`config.mk`:
```
export PLATFORM = sky130hd
export DESIGN_NAME = json_byte_tokenizer_top
export DESIGN_NICKNAME = d
export VERILOG_FILES = /design/src/design/jbt_pkg.sv /design/src/design/jbt_front.sv /design/src/design/jbt_queue.sv /design/src/design/jbt_back.sv /design/src/design/json_byte_tokenizer_top.sv
export SDC_FILE = /design/constraint.sdc
export NUM_CORES = 1
export LEC_CHECK = 0
export ABC_CLOCK_PERIOD_IN_PS = 10100
export BUFFER_PORTS_ARGS = -buffer_cell sky130_fd_sc_hd__clkbuf_2
export CAP_MARGIN = 20
export CORE_MARGIN = 3
export CORE_UTILIZATION = 54
export DETAILED_ROUTE_END_ITERATION = 10
export MAX_ROUTING_LAYER = met4
export PLACE_DENSITY = 0.71
export REMOVE_ABC_BUFFERS = 1
export SLEW_MARGIN = 10
export SYNTH_ARGS = -nofsm -noshare
export SYNTH_HDL_FRONTEND = slang
export SYNTH_SLANG_ARGS = --single-unit
```
`constraint.sdc`:
```
create_clock -name clk -period 10.1 [get_ports clk]
set_input_delay 1.01 -clock clk [delete_from_list [all_inputs] [get_ports clk]]
set_output_delay 1.01 -clock clk [all_outputs]
set_load 0.005 [all_outputs]
```
`src/design/jbt_pkg.sv`:
```
// shared types, token kinds and keyword tables for the json byte tokenizer
// no dependencies; imported by every module of the block
`default_nettype none

package jbt_pkg;

    // depth of the queue between front and back
    localparam int JBT_QUEUE_DEPTH = 4;

    // token kind codes
    localparam logic [3:0] KIND_LBRACE = 4'd0;
    localparam logic [3:0] KIND_RBRACE = 4'd1;
    localparam logic [3:0] KIND_LBRACK = 4'd2;
    localparam logic [3:0] KIND_RBRACK = 4'd3;
    localparam logic [3:0] KIND_COLON  = 4'd4;
    localparam logic [3:0] KIND_COMMA  = 4'd5;
    localparam logic [3:0] KIND_STRING = 4'd6;
    localparam logic [3:0] KIND_NUMBER = 4'd7;
    localparam logic [3:0] KIND_TRUE   = 4'd8;
    localparam logic [3:0] KIND_END    = 4'd11;

    // keyword ids
    localparam logic [1:0] KW_TRUE  = 2'd0;
    localparam logic [1:0] KW_FALSE = 2'd1;
    localparam logic [1:0] KW_NULL  = 2'd2;

    // lexer mode
    typedef enum logic [3:0] {
        MODE_IDLE   = 4'd0,
        MODE_STR    = 4'd1,
        MODE_INT    = 4'd2,
        MODE_FRAC   = 4'd3,
        MODE_EXP    = 4'd4,
        MODE_EXPDIG = 4'd5,
        MODE_KW     = 4'd6,
        MODE_DONE   = 4'd7
    } mode_t;

    // one result item
    typedef struct packed {
        logic [3:0] kind;
        logic [7:0] data_byte;
        logic       has_data;
        logic       token_done;
        logic       bad_input;
        logic       last;
    } result_t;

    // all results caused by one input item (one or two)
    typedef struct packed {
        logic    two;
        result_t r0;
        result_t r1;
    } rec_t;

    function automatic result_t mk_res(input logic [3:0] kind, input logic [7:0] data,
                                       input logic has, input logic done, input logic bad);
        result_t r;
        r.kind       = kind;
        r.data_byte  = data;
        r.has_data   = has;
        r.token_done = done;
        r.bad_input  = bad;
        r.last       = 1'b0;
        return r;
    endfunction

    // keyword length in bytes
    function automatic logic [2:0] kw_len(input logic [1:0] id);
        logic [2:0] len;
        case (id)
            KW_TRUE:  len = 3'd4;
            KW_FALSE: len = 3'd5;
            KW_NULL:  len = 3'd4;
            default:  len = 3'd0;
        endcase
        return len;
    endfunction

    // keyword byte at a position
    function automatic logic [7:0] kw_char(input logic [1:0] id, input logic [2:0] pos);
        logic [39:0] text;
        logic [7:0]  ch;
        case (id)
            KW_TRUE:  text = {"true", 8'h00};
            KW_FALSE: text = "false";
            KW_NULL:  text = {"null", 8'h00};
            default:  text = 40'h0;
        endcase
        case (pos)
            3'd0:    ch = text[39:32];
            3'd1:    ch = text[31:24];
            3'd2:    ch = text[23:16];
            3'd3:    ch = text[15:8];
            3'd4:    ch = text[7:0];
            default: ch = 8'h00;
        endcase
        return ch;
    endfunction

    function automatic logic is_digit(input logic [7:0] b);
        return (b >= "0") && (b <= "9");
    endfunction

endpackage

`default_nettype wire

```
`src/design/jbt_front.sv`:
```
// front of the tokenizer: accepts bytes, tracks the lexer mode, builds result records
// depends on jbt_pkg
`default_nettype none

module jbt_front (
    input  wire logic          clk,
    input  wire logic          rst_n,
    input  wire logic          push,
    input  wire logic [7:0]    in_byte,
    input  wire logic          is_end,
    input  wire logic          q_full,
    output logic               q_wr,
    output jbt_pkg::rec_t      q_rec
);
    import jbt_pkg::*;

    mode_t      mode_reg, mode_next;
    logic [1:0] kw_id_reg, kw_id_next;
    logic [2:0] kw_pos_reg, kw_pos_next;

    logic accept;
    assign accept = push && !q_full;

    // classification of a byte seen between tokens
    logic       idle_emit;
    result_t    idle_res;
    mode_t      idle_mode;
    logic [1:0] idle_kw_id;
    logic       idle_kw_start;

    always_comb
    begin
        idle_emit     = 1'b1;
        idle_res      = mk_res(KIND_END, 8'h00, 1'b0, 1'b1, 1'b1);
        idle_mode     = MODE_IDLE;
        idle_kw_id    = KW_TRUE;
        idle_kw_start = 1'b0;
        case (in_byte)
            "{": idle_res = mk_res(KIND_LBRACE, 8'h00, 1'b0, 1'b1, 1'b0);
            "}": idle_res = mk_res(KIND_RBRACE, 8'h00, 1'b0, 1'b1, 1'b0);
            "[": idle_res = mk_res(KIND_LBRACK, 8'h00, 1'b0, 1'b1, 1'b0);
            "]": idle_res = mk_res(KIND_RBRACK, 8'h00, 1'b0, 1'b1, 1'b0);
            ":": idle_res = mk_res(KIND_COLON, 8'h00, 1'b0, 1'b1, 1'b0);
            ",": idle_res = mk_res(KIND_COMMA, 8'h00, 1'b0, 1'b1, 1'b0);
            "\"":
            begin
                idle_emit = 1'b0;
                idle_mode = MODE_STR;
            end
            "t", "f", "n":
            begin
                idle_emit     = 1'b0;
                idle_mode     = MODE_KW;
                idle_kw_start = 1'b1;
                idle_kw_id    = (in_byte == "t") ? KW_TRUE :
                                (in_byte == "f") ? KW_FALSE : KW_NULL;
            end
            " ", 8'd9, 8'd10, 8'd11, 8'd12, 8'd13:
            begin
                idle_emit = 1'b0;
            end
            default:
            begin
                if (in_byte == "-" || is_digit(in_byte))
                begin
                    idle_res  = mk_res(KIND_NUMBER, in_byte, 1'b1, 1'b0, 1'b0);
                    idle_mode = MODE_INT;
                end
                else
                begin
                    idle_mode = MODE_DONE;
                end
            end
        endcase
    end

    // number continuation and keyword match
    logic       num_take;
    mode_t      num_mode;
    logic       kw_match;
    logic       kw_complete;
    logic [3:0] kw_pos_inc;

    always_comb
    begin
        num_take = 1'b0;
        num_mode = MODE_IDLE;
        case (mode_reg)
            MODE_INT:
            begin
                if (is_digit(in_byte))
                begin
                    num_take = 1'b1;
                    num_mode = MODE_INT;
                end
                else if (in_byte == ".")
                begin
                    num_take = 1'b1;
                    num_mode = MODE_FRAC;
                end
                else if (in_byte == "e" || in_byte == "E")
                begin
                    num_take = 1'b1;
                    num_mode = MODE_EXP;
                end
            end
            MODE_FRAC:
            begin
                if (is_digit(in_byte))
                begin
                    num_take = 1'b1;
                    num_mode = MODE_FRAC;
                end
                else if (in_byte == "e" || in_byte == "E")
                begin
                    num_take = 1'b1;
                    num_mode = MODE_EXP;
                end
            end
            MODE_EXP:
            begin
                if (is_digit(in_byte) || in_byte == "+" || in_byte == "-")
                begin
                    num_take = 1'b1;
                    num_mode = MODE_EXPDIG;
                end
            end
            default:
            begin
                if (is_digit(in_byte))
                begin
                    num_take = 1'b1;
                    num_mode = MODE_EXPDIG;
                end
            end
        endcase

        kw_pos_inc  = {1'b0, kw_pos_reg} + 4'd1;
        kw_match    = (kw_id_reg != 2'd3) && (kw_pos_reg < kw_len(kw_id_reg))
                      && (in_byte == kw_char(kw_id_reg, kw_pos_reg));
        kw_complete = (kw_pos_inc == {1'b0, kw_len(kw_id_reg)});
    end

    // next state
    always_comb
    begin
        mode_next   = mode_reg;
        kw_id_next  = kw_id_reg;
        kw_pos_next = kw_pos_reg;
        if (accept)
        begin
            case (mode_reg)
                MODE_IDLE:
                begin
                    if (is_end)
                        mode_next = MODE_DONE;
                    else
                    begin
                        mode_next = idle_mode;
                        if (idle_kw_start)
                        begin
                            kw_id_next  = idle_kw_id;
                            kw_pos_next = 3'd1;
                        end
                    end
                end
                MODE_STR:
                begin
                    if (is_end)
                        mode_next = MODE_DONE;
                    else if (in_byte == "\"")
                        mode_next = MODE_IDLE;
                end
                MODE_INT, MODE_FRAC, MODE_EXP, MODE_EXPDIG:
                begin
                    if (is_end)
                        mode_next = MODE_DONE;
                    else if (num_take)
                        mode_next = num_mode;
                    else
                    begin
                        mode_next = idle_mode;
                        if (idle_kw_start)
                        begin
                            kw_id_next  = idle_kw_id;
                            kw_pos_next = 3'd1;
                        end
                    end
                end
                MODE_KW:
                begin
                    if (is_end || !kw_match)
                        mode_next = MODE_DONE;
                    else if (kw_complete)
                    begin
                        mode_next   = MODE_IDLE;
                        kw_pos_next = 3'd0;
                    end
                    else
                        kw_pos_next = kw_pos_inc[2:0];
                end
                default:
                begin
                    mode_next = mode_reg;
                end
            endcase
        end
    end

    // result records
    logic [1:0] n_res;
    result_t    r0, r1;

    always_comb
    begin
        n_res = 2'd0;
        r0    = mk_res(KIND_END, 8'h00, 1'b0, 1'b1, 1'b0);
        r1    = mk_res(KIND_END, 8'h00, 1'b0, 1'b1, 1'b0);
        case (mode_reg)
            MODE_IDLE:
            begin
                if (is_end)
                    n_res = 2'd1;
                else
                begin
                    n_res = {1'b0, idle_emit};
                    r0    = idle_res;
                end
            end
            MODE_STR:
            begin
                n_res = is_end ? 2'd2 : 2'd1;
                if (is_end || in_byte == "\"")
                    r0 = mk_res(KIND_STRING, 8'h00, 1'b0, 1'b1, 1'b0);
                else
                    r0 = mk_res(KIND_STRING, in_byte, 1'b1, 1'b0, 1'b0);
            end
            MODE_INT, MODE_FRAC, MODE_EXP, MODE_EXPDIG:
            begin
                if (is_end)
                begin
                    n_res = 2'd2;
                    r0    = mk_res(KIND_NUMBER, 8'h00, 1'b0, 1'b1, 1'b0);
                end
                else if (num_take)
                begin
                    n_res = 2'd1;
                    r0    = mk_res(KIND_NUMBER, in_byte, 1'b1, 1'b0, 1'b0);
                end
                else
                begin
                    n_res = idle_emit ? 2'd2 : 2'd1;
                    r0    = mk_res(KIND_NUMBER, 8'h00, 1'b0, 1'b1, 1'b0);
                    r1    = idle_res;
                end
            end
            MODE_KW:
            begin
                if (is_end || !kw_match)
                begin
                    n_res = 2'd1;
                    r0    = mk_res(KIND_END, 8'h00, 1'b0, 1'b1, 1'b1);
                end
                else if (kw_complete)
                begin
                    n_res = 2'd1;
                    r0    = mk_res(KIND_TRUE + {2'b00, kw_id_reg}, 8'h00, 1'b0, 1'b1, 1'b0);
                end
            end
            default:
            begin
                n_res = 2'd0;
            end
        endcase
        r0.last = (n_res == 2'd1);
        r1.last = 1'b1;
    end

    assign q_wr      = accept && (n_res != 2'd0);
    assign q_rec.two = (n_res == 2'd2);
    assign q_rec.r0  = r0;
    assign q_rec.r1  = r1;

    // lexer state registers
    always_ff @(posedge clk or negedge rst_n)
    begin
        if (!rst_n)
        begin
            mode_reg   <= MODE_IDLE;
            kw_id_reg  <= KW_TRUE;
            kw_pos_reg <= 3'd0;
        end
        else
        begin
            mode_reg   <= mode_next;
            kw_id_reg  <= kw_id_next;
            kw_pos_reg <= kw_pos_next;
        end
    end

    // once finished, nothing more is written
    a_done_silent: assert property (@(posedge clk) disable iff (!rst_n)
        (mode_reg == MODE_DONE) |-> !q_wr)
        else $error("record written after end of stream");

    // finished mode is never left
    a_done_sticky: assert property (@(posedge clk) disable iff (!rst_n)
        (mode_reg == MODE_DONE) |=> (mode_reg == MODE_DONE))
        else $error("left finished mode without reset");

    // an accepted end item always finishes the stream unless already finished
    a_end_finishes: assert property (@(posedge clk) disable iff (!rst_n)
        (accept && is_end) |=> (mode_reg == MODE_DONE))
        else $error("end item did not finish the stream");

endmodule

`default_nettype wire

```
`src/design/jbt_queue.sv`:
```
// short queue of result records between front and back
// depends on jbt_pkg
`default_nettype none

module jbt_queue #(
    parameter int DEPTH = jbt_pkg::JBT_QUEUE_DEPTH
) (
    input  wire logic          clk,
    input  wire logic          rst_n,
    input  wire logic          wr_en,
    input  wire jbt_pkg::rec_t wr_rec,
    input  wire logic          rd_en,
    output jbt_pkg::rec_t      rd_rec,
    output logic               full,
    output logic               empty
);
    import jbt_pkg::*;

    localparam int PW = $clog2(DEPTH);
    localparam int CW = $clog2(DEPTH + 1);

    rec_t          mem_reg [DEPTH];
    logic [PW-1:0] wr_ptr_reg, wr_ptr_next;
    logic [PW-1:0] rd_ptr_reg, rd_ptr_next;
    logic [CW-1:0] count_reg, count_next;

    logic do_wr, do_rd;
    assign do_wr = wr_en && !full;
    assign do_rd = rd_en && !empty;

    assign full   = (count_reg == CW'(DEPTH));
    assign empty  = (count_reg == '0);
    assign rd_rec = mem_reg[rd_ptr_reg];

    // pointer and count update
    always_comb
    begin
        wr_ptr_next = wr_ptr_reg;
        rd_ptr_next = rd_ptr_reg;
        count_next  = count_reg;
        if (do_wr)
            wr_ptr_next = (wr_ptr_reg == PW'(DEPTH - 1)) ? '0 : wr_ptr_reg + 1'b1;
        if (do_rd)
            rd_ptr_next = (rd_ptr_reg == PW'(DEPTH - 1)) ? '0 : rd_ptr_reg + 1'b1;
        if (do_wr && !do_rd)
            count_next = count_reg + 1'b1;
        else if (do_rd && !do_wr)
            count_next = count_reg - 1'b1;
    end

    always_ff @(posedge clk or negedge rst_n)
    begin
        if (!rst_n)
        begin
            wr_ptr_reg <= '0;
            rd_ptr_reg <= '0;
            count_reg  <= '0;
        end
        else
        begin
            wr_ptr_reg <= wr_ptr_next;
            rd_ptr_reg <= rd_ptr_next;
            count_reg  <= count_next;
        end
    end

    // storage
    always_ff @(posedge clk)
    begin
        if (do_wr)
            mem_reg[wr_ptr_reg] <= wr_rec;
    end

    // the front never writes into a full queue
    a_no_overflow: assert property (@(posedge clk) disable iff (!rst_n)
        wr_en |-> !full)
        else $error("write into full queue");

    // count tracks transfers in and out
    a_count_track: assert property (@(posedge clk) disable iff (!rst_n)
        (!do_wr && !do_rd) |=> $stable(count_reg))
        else $error("queue count moved without a transfer");

    // a record with two results has its last mark on the second only
    a_last_mark: assert property (@(posedge clk) disable iff (!rst_n)
        (!empty && rd_rec.two) |-> (rd_rec.r1.last && !rd_rec.r0.last))
        else $error("two-result record with bad last marks");

endmodule

`default_nettype wire

```
`src/design/jbt_back.sv`:
```
// back of the tokenizer: unpacks queued records into single results for the output
// depends on jbt_pkg
`default_nettype none

module jbt_back (
    input  wire logic          clk,
    input  wire logic          rst_n,
    input  wire jbt_pkg::rec_t q_rec,
    input  wire logic          q_empty,
    output logic               q_rd,
    input  wire logic          pop,
    output logic               empty,
    output jbt_pkg::result_t   res
);
    import jbt_pkg::*;

    logic rec_valid_reg, rec_valid_next;
    rec_t rec_reg;
    logic idx_reg, idx_next;

    logic at_last, out_xfer;

    assign empty    = !rec_valid_reg;
    assign out_xfer = pop && rec_valid_reg;
    assign at_last  = !rec_reg.two || idx_reg;
    assign q_rd     = !q_empty && (!rec_valid_reg || (out_xfer && at_last));
    assign res      = idx_reg ? rec_reg.r1 : rec_reg.r0;

    // output record control
    always_comb
    begin
        rec_valid_next = rec_valid_reg;
        idx_next       = idx_reg;
        if (q_rd)
        begin
            rec_valid_next = 1'b1;
            idx_next       = 1'b0;
        end
        else if (out_xfer)
        begin
            if (at_last)
                rec_valid_next = 1'b0;
            else
                idx_next = 1'b1;
        end
    end

    always_ff @(posedge clk or negedge rst_n)
    begin
        if (!rst_n)
        begin
            rec_valid_reg <= 1'b0;
            idx_reg       <= 1'b0;
        end
        else
        begin
            rec_valid_reg <= rec_valid_next;
            idx_reg       <= idx_next;
        end
    end

    // record payload
    always_ff @(posedge clk)
    begin
        if (q_rd)
            rec_reg <= q_rec;
    end

    // the shown result is a defined token kind
    a_kind_range: assert property (@(posedge clk) disable iff (!rst_n)
        rec_valid_reg |-> (res.kind <= KIND_END))
        else $error("result with undefined kind");

    // second result only shown for two-result records
    a_idx_two: assert property (@(posedge clk) disable iff (!rst_n)
        (rec_valid_reg && idx_reg) |-> rec_reg.two)
        else $error("second result of a one-result record");

    // a held result does not change while waiting
    a_hold: assert property (@(posedge clk) disable iff (!rst_n)
        (rec_valid_reg && !pop) |=> (rec_valid_reg && $stable(res)))
        else $error("waiting result changed");

endmodule

`default_nettype wire

```
`src/design/json_byte_tokenizer_top.sv`:
```
// json byte tokenizer: one byte or end item in, token results out, queue style on both sides
// an accepted item's record is written into the queue storage, then loaded into the back's
// record register, which drives the result ports; results leave from there when the path is clear
// throughput: one item per cycle unless full; an item's two results leave one after the other
// the front-to-back record queue decouples the lexer from output stalls
// reset: asynchronous, active low; the lexer returns to idle and all queues empty
// depends on jbt_pkg, jbt_front, jbt_queue, jbt_back
`default_nettype none

module json_byte_tokenizer_top #(
    parameter int QUEUE_DEPTH = jbt_pkg::JBT_QUEUE_DEPTH
) (
    input  wire logic       clk,
    input  wire logic       rst_n,
    input  wire logic       push,
    output logic            full,
    input  wire logic [7:0] in_byte,
    input  wire logic       is_end,
    output logic            empty,
    input  wire logic       pop,
    output logic [3:0]      kind,
    output logic [7:0]      data_byte,
    output logic            has_data,
    output logic            token_done,
    output logic            bad_input,
    output logic            last
);
    import jbt_pkg::*;

    logic    q_wr, q_rd, q_full, q_empty;
    rec_t    wr_rec, rd_rec;
    result_t res;

    assign full = q_full;

    // lexer front
    jbt_front u_front (
        .clk     (clk),
        .rst_n   (rst_n),
        .push    (push),
        .in_byte (in_byte),
        .is_end  (is_end),
        .q_full  (q_full),
        .q_wr    (q_wr),
        .q_rec   (wr_rec)
    );

    // record queue
    jbt_queue #(
        .DEPTH (QUEUE_DEPTH)
    ) u_queue (
        .clk    (clk),
        .rst_n  (rst_n),
        .wr_en  (q_wr),
        .wr_rec (wr_rec),
        .rd_en  (q_rd),
        .rd_rec (rd_rec),
        .full   (q_full),
        .empty  (q_empty)
    );

    // result back
    jbt_back u_back (
        .clk     (clk),
        .rst_n   (rst_n),
        .q_rec   (rd_rec),
        .q_empty (q_empty),
        .q_rd    (q_rd),
        .pop     (pop),
        .empty   (empty),
        .res     (res)
    );

    assign kind       = res.kind;
    assign data_byte  = res.data_byte;
    assign has_data   = res.has_data;
    assign token_done = res.token_done;
    assign bad_input  = res.bad_input;
    assign last       = res.last;

endmodule

`default_nettype wire
```
# Yosys cells after proc, flatten, opt, wreduce, memory -nomap -nowiden
# Memories as Yosys holds them, arrays and structs flattened. A register that Yosys moved wholly into a read port is not among the register bits.
# Cells that the tools add are included.
classes:
  addsub: 6
  magnitude_cmp: 3
  n_eq_ne: 48
  n_mux: 77
  n_reduce_logical: 48
ops:
  columns: ["operator", "n"]
  rows:
  - ["$mux W16", 9]
  - ["$pmux W39 S3", 1]
  - ["$pmux W16 S7", 1]
  - ["$eq A8 B7 Y1 const B", 9]
  - ["$pmux W16 S4", 1]
  - ["$eq A8 B6 Y1 const B", 7]
  - ["$eq A8 B4 Y1 const B", 5]
  - ["$mux W4", 10]
  - ["$pmux W8 S5", 1]
  - ["$mux W3", 12]
  - ["$mux W2", 14]
  - ["$mux W12", 2]
  - ["$pmux W4 S3", 2]
  - ["$mux W1", 18]
  - ["$pmux W4 S4", 1]
  - ["$eq A4 B3 Y1 const B", 3]
  - ["$logic_and A1 B1 Y1", 12]
  - ["$ne A2 B2 Y1 const B", 6]
  - ["$reduce_or A12 Y1", 1]
  - ["$reduce_bool A2 Y1", 5]
  - ["$reduce_or A10 Y1", 1]
  - ["$pmux W3 S3", 1]
  - ["$eq A2 B2 Y1 const B", 4]
  - ["$eq A4 B2 Y1 const B", 2]
  - ["other kinds (35)", 54]
totals:
  regBits: 19
  mem_bits_rw: 128
  inputBits: 13
  output_inout_bits: 18
  word_cells: 192
  memories: 1
mem_list:
  columns: ["name", "depth", "word_bits", "rd", "rd_clocked_by_memory_dff", "write_ports", "line", "text"]
  rows:
  - ["u_queue.mem_reg", 4, 32, 1, 1, 1, "jbt_queue.sv:22", "rec_t mem_reg [DEPTH];"]

# Depth between registers and ports, before layout
depth:
  depth_word: 17
  mapped_depth: 16
  ltp_nobuf: 16

# Modules after synthesis
# A second synthesis with hierarchy kept.
hier_totals:
  cells_unflattened: 548
  hier_area_um2: 8451.9
by_module_without_submodules:
  columns: ["module", "instances", "cells_each", "area_per_inst_um2", "seq_area_each_um2"]
  rows:
  - ["jbt_queue", 1, 210, 5228.8, 4139.0]
  - ["jbt_front", 1, 276, 1888.1, 200.2]
  - ["jbt_back", 1, 62, 1335.0, 1041.0]

# Worst setup path after synthesis
# Ideal clock, no wire load.
synth_path:
  path_type: "input to register"
  from: "in pop"
  to: "reg u_queue.count_reg[1]"
  setup_ns: 0.125
  arrival_time_ns: 3.987
  t_required_ns: 9.975
  slack_ns: 5.988
  stages: 7
  path_buffers: 0
  cell_sequence: "o21ai_0 > a21oi_1 > inv_1 > ha_1 > inv_1 > fa_1 > mux2_2"
synth_between:
  elab_chain_len: 8
  word_cells_on_any_way: 10
  cone_classes: "1 x mux; 9 x reduce/logical"
synth_lines:
  columns: ["element", "line", "text"]
  rows:
  - ["from (decl)", "json_byte_tokenizer_top.sv:20", "input wire logic pop,"]
  - ["$logic_and A1 B1 Y1", "jbt_back.sv:24", "assign out_xfer = pop && rec_valid_reg;"]
  - ["$logic_and A1 B1 Y1", "jbt_back.sv:26", "assign q_rd = !q_empty && (!rec_valid_reg || (out_xfer && at_last));"]
  - ["$logic_or A1 B1 Y1", "jbt_back.sv:26", null]
  - ["$logic_and A1 B1 Y1", "jbt_back.sv:26", null]
  - ["via q_rd", "json_byte_tokenizer_top.sv:30", "logic q_wr, q_rd, q_full, q_empty;"]
  - ["$logic_and A1 B1 Y1", "jbt_queue.sv:29", "assign do_rd = rd_en && !empty;"]
  - ["$logic_not A1 Y1", "jbt_queue.sv:45", "if (do_wr && !do_rd)"]
  - ["$logic_and A1 B1 Y1", "jbt_queue.sv:45", null]
  - ["$mux W3", "jbt_queue.sv:45", null]
  - ["via u_queue.count_next[1]", "jbt_queue.sv:25", "logic [CW-1:0] count_reg, count_next;"]
  - ["to (signal assigned)", "jbt_queue.sv:63", "count_reg <= count_next;"]
  - ["to (decl)", "jbt_queue.sv:25", null]
# The timed path passes the listed nets, and every way through them passes these cells.
# A chain may end at the register's enable or synchronous reset.

# Worst setup path after layout
layout_path:
  from: "in in_byte[4]"
  to: "reg u_queue.count_reg[2]"
layout_between:
  elab_chain_len: 15
  word_cells_on_any_way: 48
  cone_classes: "2 x order compare; 16 x eq/ne; 15 x mux; 15 x reduce/logical"
layout_lines:
  columns: ["element", "line", "text"]
  rows:
  - ["from (decl)", "json_byte_tokenizer_top.sv:17", "input wire logic [7:0] in_byte,"]
  - ["$ge A8 B6 Y1 (tied with other cells)", "jbt_pkg.sv:102", "return (b >= \"0\") && (b <= \"9\");"]
  - ["$logic_and A1 B1 Y1 or $logic_or A1 B1 Y1 (tied branches)", "jbt_pkg.sv:102, jbt_front.sv:101, jbt_front.sv:114", null]
  - ["$logic_or A1 B1 Y1 or $mux W1 (tied branches)", "jbt_front.sv:122, jbt_front.sv:101, jbt_front.sv:114", null]
  - ["$logic_or A1 B1 Y1 or $mux W1 (tied branches)", "jbt_front.sv:122, jbt_front.sv:96", null]
  - ["$mux W1, on equally long branches", "jbt_front.sv:122, jbt_front.sv:91", null]
  - ["$pmux W1 S3", "jbt_front.sv:88", "case (mode_reg)"]
  - ["$mux W2", "jbt_front.sv:245", "else if (num_take)"]
  - ["$mux W2", "jbt_front.sv:240", "if (is_end)"]
  - ["$pmux W2 S4 (*)", "jbt_front.sv:219", "case (mode_reg)"]
  - ["$reduce_bool A2 Y1 (*)", "jbt_front.sv:279", "assign q_wr = accept && (n_res != 2'd0);"]
  - ["$logic_and A1 B1 Y1 (*)", "jbt_front.sv:279", null]
  - ["$logic_and A1 B1 Y1 (*)", "jbt_queue.sv:28", "assign do_wr = wr_en && !full;"]
  - ["via u_queue.do_wr", "jbt_queue.sv:27", "logic do_wr, do_rd;"]
  - ["$logic_not A1 Y1", "jbt_queue.sv:47", "else if (do_rd && !do_wr)"]
  - ["$logic_and A1 B1 Y1", "jbt_queue.sv:47", null]
  - ["$reduce_bool A2 Y1 (no line)", null, null]
# The timed path passes the listed nets; every way through them passes the cells marked *.

==> results.yml <==
run_status:
  status: "completed"
yosys:
  syn_area_um2: 8150
  ys_ff_latch: 177
  synth_cell_types: 73
  ys_seq_area_share_pct: 64.2
  synth-simple-area-share_pct: 9.88
  synth_mux_area_share_pct: 12.1
  synth-xor-area-share_pct: 0.538
  synthCells: 532
  ys.warnings.count: 0
  async_flop_share_pct: 9.60
  syn_avg_cell_area_um2: 15.3
  synth_compound_area_share_pct: 7.56
  synth_top_family_by_area: "multiplexers"
  synth-adder-area-share_pct: 3.47
  synth_edf_count: 160
  synth-main-ff-cell: "edfxtp_1"
sta:
  period_share_pct: 37.1
  setup_ws_ps: 6350
  setup_viol: 0
  slew_viol_final: 0
  max_clock_freq_ghz: 0.267
  worstMarginPinSlew_ps: 939
  tns_ps: 0
  period_needed_ps: 3750
  finalHoldViolCount: 0
  relSlewSlack_pct: 37.4
  rsz0062_at_grt: "false"
  skew_ps: 11.2
placed_design:
  numPlacedInstances: 744
  place_area_um2: 8550
  pre_cts_ws_ps: 5980
  port-buffer-count: 30
  dpl.hpwl_um: 9990
  place.gp.congestion: 0.907
layout:
  nFillCells: 1112
  fin_area_um2: 9130
  layout.cells.non_filler: 776
  antenna_cells: 0
  multi_input_area_um2: 2800
  final_common_cell: "edfxtp_1"
  syn_to_final_growth_pct: 12.1
  seq_area_um2: 5230
  drive_above_1_share_pct: 23.8
  largest_register_ffs: 128
  nets: 614
  final_cell_mix: "160 x edfxtp_1, 32 x mux4_2, 30 x clkbuf_2"
  fin_util_pct: 62.4
grt:
  grt_util_all_layers_pct: 20.4
  grt_pass1_wl_um: 24800
  grt_pass1_vias: 4685
  grt.overflow.total: 0
  grt_max_degree: 36
  antenna_found_initial: 0
power_and_ir_drop:
  p_seq_share_pct: 45.2
  p_sw_mw: 0.780
  power.share.clock_pct: 25.0
  p_int_mw: 1.78
  swShare_pct: 30.5
  ir_drop_v: 0.000158
  p_leak_nw: 3.14
  combPwrFrac_pct: 29.9
  power_density_nw_per_um2: 280
cts:
  clk_latency_ps: 420
  clkTransAtPathRegs_ps: 60
  cts_buffer_depth: 2
  cts_buffers: 17
  postCtsSetupRepairBufs: 0
  cts.sinks: 177
  cts_hold_buffers: 0
  cts_root_buffer: "clkbuf_16"
  htree_levels: 4
  cts_resized: 0
  cts_tree: "done"
setup_path:
  critPathCaptureType: "register"
  required_ps: 10450
  path_cells: "clkbuf_2, nor4b_4, nand4_1, o211ai_1, a21o_2, o21ai_0, a21oi_1, o31a_4, ha_1, inv_1, fa_1, xor2_1, nor2_1, xor2_1"
  critPathMaxStageDelay_ps: 490
  ff2ff_path_depth: 10
  ff2ff_setup_slack_ps: 6370
  crit_buf_inv: 2
  crit_slowest_cell: "nor4b_4"
  cp-start-kind: "input pin"
  cp_common_cell: "xor2_1"
  worstSetupPathType: "input pin to register"
  worstSetupStartpoint: "in_byte[4]"
  r2r_end: "u_queue.count_reg[1]"
  cp_top_family: "compound AO/OA/AOI/OAI gates"
  critPathMaxFanout: 15
  r2r-start: "u_front.mode_reg[1]"
  arrival_ps: 4100
die:
  io_pins: 31
  rows: 44
  coreArea_um2: 14600
  die_area_um2: 16600
  die_h_um: 129
  die_width_um: 129
  start_util_pct: 55.6
hold_path:
  hold_start: "u_queue.count_reg[2]"
  holdPathEnd: "u_queue.count_reg[2]"
  hold_path.class: "register to register"
  whs_path_depth: 1
route:
  wl_um: 15500
  drcViolationCount: 0
  num_vias: 4666
  firstDrtPassIters: 7
  wl_per_cell_um: 19.9
  route.detailed.vias_per_inst: 6.01
  drt_iter0_markers: 378
  ant_nets: 0
run:
  max_cap_viol_count: 0
cell families (layout without fill, tap and decap cells):
group / Yosys count / after routing
AOI/OAI and AO/OA: 88 / 88
xor gates and xnor gates: 5 / 5
adders and majority gates: 22 / 22
buffers and inverters: 46 / 91
DFF: 177 / 177
muxes: 55 / 55
other: 1 / 16
and+or+nand+nor: 138 / 138
power by group through the flow:
stage	sequential, mW	combinational, mW	clock (mW)
4_1_cts	1.16	0.776	0.650
2_1_floorplan	1.19	0.507	0
6_report	1.16	0.764	0.638
3_3_place_gp	1.16	0.755	0
5_1_grt	1.18	0.842	0.681
3_5_place_dp	1.17	0.773	0
layer usage:
metal  share of wire [%]  global-route usage, %  vias up
met5                   0                      -        -
met3                 5.0                   5.02       21
li1                    -                      -     2166
met4                 1.8                   6.18        0
met2                  48                   31.1      138
met1                  46                   27.5     2341
worst max path at each step:
stage | endpoint | cells after the start
floorplan | u_queue.count_reg[1] | 7
global placement | u_queue.count_reg[2] | 14
detailed placement | u_queue.count_reg[2] | 14
CTS | u_queue.count_reg[1] | 13
global route | u_queue.count_reg[1] | 13
finish | u_queue.count_reg[2] | 14
synth_stat cells (4+ instances only):
cell,count,area [um2]
edfxtp_1,160,4800
mux4_2,32,721
nor2_1,26,97.6
inv_1,22,82.6
nand2_1,22,82.6
o21ai_0,22,110
ha_1,21,263
mux2_2,19,214
dfrtp_1,17,425
clkbuf_1,14,52.6
nor3_1,14,70.1
a21oi_1,13,65.1
and2_1,12,75.1
nand3_1,10,50.1
nor2b_1,7,43.8
o211ai_1,7,52.6
buf_2,6,30.0
or3_1,6,37.5
a22o_1,5,43.8
a22oi_1,5,37.5
nand2b_1,5,31.3
nor4_1,5,31.3
and3_1,4,25.0
buf_1,4,15.0
nor3b_1,4,30.0
cell type report:
class,count,area share (%)
clock buffers,17,4.66
inverters,22,0.904
clock inverters,15,1.71
multi-input cells,324,30.7
well taps,184,2.52
flip-flops and latches,177,57.3
repair buffers,37,2.22
through the flow:
stage	hold WS [ps]	power, mW
final	492	2.56
after global routing	517	2.70
after CTS	492	2.58
after detailed placement	483	1.94
after global placement	473	1.91
after floorplan	456	1.69
worst register-to-register path: stages, from the launching register on:
cell and delay [ps]:
dfrtp_1 550, inv_1 170, ha_1 510, nor3_1 620
o21ai_0 260, o21a_1 190, o31a_4 370, ha_1 220
inv_1 80, fa_1 390, mux2_2 260
Note: power is estimated with default switching activity, not from simulation.
